`config.mk`:
```
export PLATFORM = sky130hd
export DESIGN_NAME = qvr_round_sat
export DESIGN_NICKNAME = d
export VERILOG_FILES = /design/src/rtl/qvr_pkg.sv /design/src/rtl/qvr_round_sat.sv
export SDC_FILE = /design/constraint.sdc
export NUM_CORES = 1
export LEC_CHECK = 0
export ABC_AREA = 1
export BUFFER_PORTS_ARGS = -buffer_cell sky130_fd_sc_hd__buf_4
export CAP_MARGIN = 20
export CELL_PAD_IN_SITES_DETAIL_PLACEMENT = 1
export CELL_PAD_IN_SITES_GLOBAL_PLACEMENT = 2
export CORE_MARGIN = 3
export CORE_UTILIZATION = 10
export DETAILED_ROUTE_END_ITERATION = 8
export PLACE_DENSITY_LB_ADDON = 0.1
export SYNTH_ARGS = -nofsm -noshare
export SYNTH_HDL_FRONTEND = slang
export SYNTH_SLANG_ARGS = --single-unit
```
`constraint.sdc`:
```
create_clock -name vclk -period 1.8
set_input_delay 0.36 -clock vclk [all_inputs]
set_output_delay 0.36 -clock vclk [all_outputs]
set_load 0.02 [all_outputs]
```
`src/rtl/qvr_pkg.sv`:
```
// Package for the quaternion vector rotation core.
// Holds the fixed-point widths, payload types and rounding constants; no dependencies.
package qvr_pkg;

  // Field widths
  localparam int QW = 16;          // quaternion component, Q2.14
  localparam int VW = 24;          // vector component, 8 fraction bits
  localparam int PW = QW + VW;     // q*v product
  localparam int TW = PW + 1;      // sum of three q*v products
  localparam int MW = TW + QW;     // t*q product
  localparam int RW = 60;          // sum of four t*q products plus rounding
  localparam int FRAC_DROP = 28;   // 36 fraction bits down to 8
  localparam int SW = RW - FRAC_DROP;

  // Quaternion component indexes
  localparam int QI_W = 0;
  localparam int QI_X = 1;
  localparam int QI_Y = 2;
  localparam int QI_Z = 3;

  // Vector component indexes
  localparam int VI_X = 0;
  localparam int VI_Y = 1;
  localparam int VI_Z = 2;

  typedef logic signed [QW-1:0] quat_t;
  typedef logic signed [VW-1:0] vec_t;
  typedef logic signed [PW-1:0] prod_t;
  typedef logic signed [TW-1:0] tsum_t;
  typedef logic signed [MW-1:0] mprod_t;
  typedef logic signed [RW-1:0] acc_t;

  // Half an output LSB at 36 fraction bits
  localparam acc_t RND_HALF = acc_t'(64'sd1 <<< (FRAC_DROP - 1));

  localparam vec_t VEC_MAX = {1'b0, {(VW-1){1'b1}}};
  localparam vec_t VEC_MIN = {1'b1, {(VW-1){1'b0}}};

endpackage

```
`src/rtl/qvr_round_sat.sv`:
```
// Round-half-up and saturate one rotated component to the vector format.
// Depends on qvr_pkg for widths and limits.
module qvr_round_sat
  import qvr_pkg::*;
(
  input  acc_t acc,     // exact sum with rounding half already added
  output vec_t rot,
  output logic clip
);

  logic [SW-1:0] shifted;
  logic          fits;

  // Drop the fraction bits: floor of the division by 2^FRAC_DROP
  assign shifted = acc[RW-1:FRAC_DROP];

  // Fits when every bit above the output sign matches it
  assign fits = (shifted[SW-1:VW-1] == {(SW-VW+1){1'b0}}) ||
                (shifted[SW-1:VW-1] == {(SW-VW+1){1'b1}});

  // Clamp toward the sign of the wide value
  always_comb begin
    if (fits) begin
      rot = vec_t'(shifted[VW-1:0]);
    end else if (shifted[SW-1]) begin
      rot = VEC_MIN;
    end else begin
      rot = VEC_MAX;
    end
  end

  assign clip = !fits;

endmodule

```
==> metrics, run 1 <==
status=finished clean; DP HPWL=1.36 mm; vias in the first global route=560; slowest stage delay, CP=0.21 ns; commonest non-fill, non-tap cells in the layout=buf_4 (59), nand2_1 (53), nor2_2 (4); Cells after Synth=72; pin slew with the least headroom to its limit=0.240 ns; largest net degree at the start of global routing=24; yosys warns=0; total grt overflow=0; crit path cell chain=buf_4 > nor2_1 > nand2_1 > o21ai_4 > buf_4 > nand2_1 > buf_4; Synth Net Count=132; Crit path max-delay family=buffers and inverters; MaxCap Viol Count=0; Post-Synthesis Cell Area=337 um2; Startpoint Class=input pin; switch share=50.6%; Slowest-stage cell, CP=buf_4; Avg Cell Area, Syn=4.67 um2; postcts setup bufs=0; Period Utilization, post-route=90.4%; register area share after synthesis=0%; relative slew slack=84.0%; IO Count=85; Diodes inserted=0; Placer Congestion=0.621; Seq pwr share=0%; Die Wd=64.0 um; Combinational Power Share=100.0%; nets=188; WP depth=7; LEAKAGE=0.444 nW; Highest Clock Rate=0.615 GHz; Total GRT Usage=7.23%; drt via density=3.49; Critical Path End=rot[4]; post-CTS sizing=0; Area growth syn-to-layout=133%; Hold Path Class=input pin to output port; Int Power=0.000107 W; Vias=593; Most common cell on crit path=buf_4; critical path capture point type=output port; drt total wl=1.60 mm; Initial Util=10.8%; finished layout cell area=786 um2; Critical Path Start=acc[55]; register area=0 um2; wire per inst=9.39 um; Critical Path Fanout Max=15; initial antenna violation count=0; clk_buf instances=0; DIE HEIGHT=64.0 um; Placed Cells=170; Fin Setup TNS=0 ns; max-slew violations=0; std cell rows=20; Final Core Density=25.1%; Worst Path Required=1.44 ns; hold_buf cts=0; DRT Pass-1 Iters=2; Core Box Area=3130 um2; dpl cell area=786 um2; die footprint=4100 um2; fraction of layout cells with a size suffix above 1=53.2%; first-pass GRT wire length=2.53 mm; Clock power frac=0%; NetSw=0.000110 W; peak supply drop=0.0000447 V; input/output buffers=57; CP arrival=1.27 ns; Final Critical Period=1.63 ns; Non-Filler Instances=170; power per cell area=276 nW/um2; Tot Pwr=0.000217 W; most common cell after layout, fill and taps aside=buf_4; Synth cell types=10; final hold vios=0; num sequential=0; Starting DRT DRC Count=20; RSZ-0062 raised after global routing=no; CP bufs+invs=3; Post-DRT Antenna Nets=0; Setup-failing EPs final=0; worst setup path category=input pin to output port; DRC errors left=0
synthesized netlist by cell type:
cell type	n	area, um2
inv_1	2	7.51
clkbuf_1	1	3.75
nand2_1	53	199
nand3_1	1	5.00
nor2_2	4	25.0
buf_6	4	45.0
o21ai_4	1	16.3
nor2_1	3	11.3
nand2_2	2	12.5
nand2_4	1	11.3
cells by family after synthesis:
logic type	synth area share, %
AND/OR/NAND/NOR	78.4
buffers and inverters	16.7
AO/OA/AOI/OAI	4.83
worst min path at each step:
stage | slack (ns) | startpoint | cells past startpoint | end
4_1_cts | 0.97 | acc[59] | 2 | rot[23]
5_1_grt | 0.98 | acc[59] | 2 | rot[23]
6_report | 0.97 | acc[59] | 2 | rot[23]
3_5_place_dp | 0.97 | acc[59] | 2 | rot[23]
2_1_floorplan | 0.86 | acc[59] | 1 | rot[23]
3_3_place_gp | 0.97 | acc[59] | 2 | rot[23]
power groups by stage:
stage	sequential, W	clock, W	combinational [W]
3_5_place_dp	0	0	0.000220
5_1_grt	0	0	0.000236
2_1_floorplan	0	0	0.000106
3_3_place_gp	0	0	0.000218
4_1_cts	0	0	0.000221
6_report	0	0	0.000217
layout make-up:
type	instances	area (um2)
Fill cell	411	2340
Timing Repair Buffer	59	443
Multi-Input combinational cell	65	280
Tap cell	44	55.1
Inverter	2	7.51
metal layers:
metal | global-route usage [%] | wire [um] | vias to the layer above
met4 | 0 | 0 | 0
met3 | 1.58 | 148 | 0
li1 | - | - | 319
met2 | 12.5 | 769 | 28
met1 | 9.66 | 678 | 246
met5 | 0 | 0 | -
metrics by stage:
step	setup WS, ns	hold WS, ns
6_report	0.174	0.970
3_3_place_gp	0.174	0.973
4_1_cts	0.158	0.974
3_5_place_dp	0.158	0.974
5_1_grt	0.0683	0.980
2_1_floorplan	0.428	0.864
Note: power is estimated with default switching activity, not from simulation.
==> inputs of run 2 (changes only) <==
--- a/config.mk
+++ b/config.mk
@@ -5,7 +5,6 @@
 export SDC_FILE = /design/constraint.sdc
 export NUM_CORES = 1
 export LEC_CHECK = 0
-export ABC_AREA = 1
 export BUFFER_PORTS_ARGS = -buffer_cell sky130_fd_sc_hd__buf_4
 export CAP_MARGIN = 20
 export CELL_PAD_IN_SITES_DETAIL_PLACEMENT = 1
==> run 2 against run 1 <==
Effect of this change:
- maximum frequency is 4.5% lower
- non-clock buffer count is 3 higher
- sequential share of layout area stayed put
- clock-buffer cell count stayed put
- power is 6.3% lower
- worst setup slack worse by 0.077 ns
- die area is 26% higher
- final cell count is 2.9% lower
- critical endpoint is now clip
- largest cell class unchanged
==> metrics, run 2 <==
total grt overflow=0 (unchanged); Avg Cell Area, Syn=6.68 um2 (+43%); std cell rows=23 (+15%); commonest non-fill, non-tap cells in the layout=buf_4 (59), nand3_1 (24), a2bb2oi_1 (23); register area=0 um2 (unchanged); fraction of layout cells with a size suffix above 1=56.5% (+3.3 points); Starting DRT DRC Count=14 (-30%); RSZ-0062 raised after global routing=no; Cells after Synth=65 (-9.7%); Setup-failing EPs final=0 (unchanged); Critical Path Fanout Max=11 (-4); Placer Congestion=0.656 (+5.6%); post-synthesis xor/xnor area fraction=0% (unchanged); hold slack=1.10 ns (+0.125 ns); CP arrival=1.34 ns (+0.07 ns); Core Box Area=4090 um2 (+31%); synth top area cells=a2bb2oi_1 (46%), nand3_1 (28%), buf_4 (6.9%); Period Utilization, post-route=94.7% (+4.3 points); Setup Slack @ Placement=-0.0697 ns (-0.228 ns); Worst Path Required=1.44 ns (about the same); worst setup path category=input pin to output port; Highest Clock Rate=0.587 GHz (-4.5%); LEAKAGE=0.413 nW (-7.0%); DIE HEIGHT=71.9 um (+12%); first-pass GRT wire length=3.80 mm (+50%); IO Count=85 (unchanged); drt total wl=2.29 mm (+44%); area share of the largest cell type after synthesis=46.4% (-13 points); nets=177 (-5.9%); postcts setup bufs=0 (unchanged); MaxCap Viol Count=0 (unchanged); Die Wd=71.9 um (+12%); Synth top cells by count=nand3_1 (24), a2bb2oi_1 (23), buf_4 (4), clkbuf_1 (4), buf_2 (3); slowest stage delay, CP=0.29 ns (+0.08 ns); drt via density=4.42 (+27%); largest net degree at the start of global routing=27 (+13%); final hold vios=0 (unchanged); Post-DRT Antenna Nets=0 (unchanged); Simple-Gate Fraction of Synth Area=35.4% (-43 points); max-slew violations=0 (unchanged); CP bufs+invs=3 (unchanged); DRT Pass-1 Iters=3 (+1); power per cell area=217 nW/um2 (-21%); Post-Synthesis Cell Area=434 um2 (+29%); Most common cell on crit path=buf_4; yosys warns=0 (unchanged); Initial Util=10.6% (-0.14 points); complex-gate fraction of the synthesized area=48.1% (+43 points); vias in the first global route=744 (+33%); mux cell area share after synthesis=0% (unchanged); worst setup margin=0.0963 ns (-0.0774 ns); largest family of logic cells by synthesized area=compound AO/OA/AOI/OAI gates; critical path capture point type=output port; relative slew slack=80.8% (-3.2 points); Yosys top cell by area=a2bb2oi_1; Vias=729 (+23%); die footprint=5170 um2 (+26%); Synth cell types=10 (unchanged); Total GRT Usage=8.54% (+1.3 points); pin slew with the least headroom to its limit=0.288 ns (+0.0480 ns); crit path cell chain=buf_4 > nor4_4 > nand2_2 > buf_6 > o21a_1 > buf_4; Diodes inserted=0 (unchanged); Fill cells=500 (+22%); Crit path max-delay family=buffers and inverters; input/output buffers=57 (unchanged); Slowest-stage cell, CP=nor4_4; top-count cell post-synth=nand3_1; most common cell after layout, fill and taps aside=buf_4; wire per inst=13.9 um (+48%); Synth Net Count=125 (-5.3%); Tot Pwr=0.000203 W (-6.3%); peak supply drop=0.0000600 V (+34%); num sequential=0 (unchanged); DRC errors left=0 (unchanged); register area share after synthesis=0% (unchanged); area occupied by multi-input gates=387 um2 (+38%); Final Critical Period=1.70 ns (+0.0774 ns); Hold Path Class=input pin to output port; Startpoint Class=input pin; Area growth syn-to-layout=115%; DP HPWL=1.75 mm (+29%); status=finished clean; initial antenna violation count=0 (unchanged); clk_buf instances=0 (unchanged); Adder-Cell Fraction of Synth Area=0% (unchanged)
-- run 2: cell families after synthesis --
logic type / Yosys count
AO/OA/AOI/OAI: 24
AND/OR/NAND/NOR: 29
buffers and inverters: 12
-- run 2: per-layer routing --
layer | part of all wire [%] | track usage (%) | up-vias | wire length [um]
met4 | 0 | 0 | 0 | 0
met2 | 45 | 13.6 | 34 | 1030
li1 | - | - | 363 | -
met3 | 11 | 2.35 | 0 | 252
met5 | 0 | 0 | - | 0
met1 | 44 | 12.3 | 332 | 1020
-- run 2: through the flow --
| step | instances | utilization [%] | setup TNS [ns] | area (um2) |
|---|---|---|---|---|
| 6_report | 165 | 22.9 | 0 | 935 |
| 5_1_grt | 165 | 22.9 | 0 | 935 |
| 4_1_cts | 165 | 22.3 | 0 | 910 |
| 3_5_place_dp | 165 | 22.1 | -1.40 | 903 |
| 3_3_place_gp | 165 | 22.1 | -0.534 | 903 |
| 2_1_floorplan | 65 | - | 0 | 434 |
-- run 2: what timing repair did --
action | in CTS | in global routing
gates cloned | 0 | 0
hold buffers | 0 | 0
resized for setup | 1 | 5
pin swaps | 0 | 0
endpoints found under the setup margin | 24 | 24
-- run 2: worst paths after layout --
check	from	to	slack, ns	cells past startpoint
worst max-delay path	acc[57]	clip	0.1	6
worst min-delay path	acc[35]	rot[7]	1.10	4
-- run 2: area by class of cell --
type	instances	area share (%)
Multi-Input combinational cell	53	41.4
Tap cell	50	6.69
Timing Repair Buffer	62	51.9
-- run 2: report_power, final --
part | switching (W) | internal, W
logic | 0.0000966 | 0.000107
clock network | 0 | 0
registers | 0 | 0
total | 0.0000966 | 0.000107
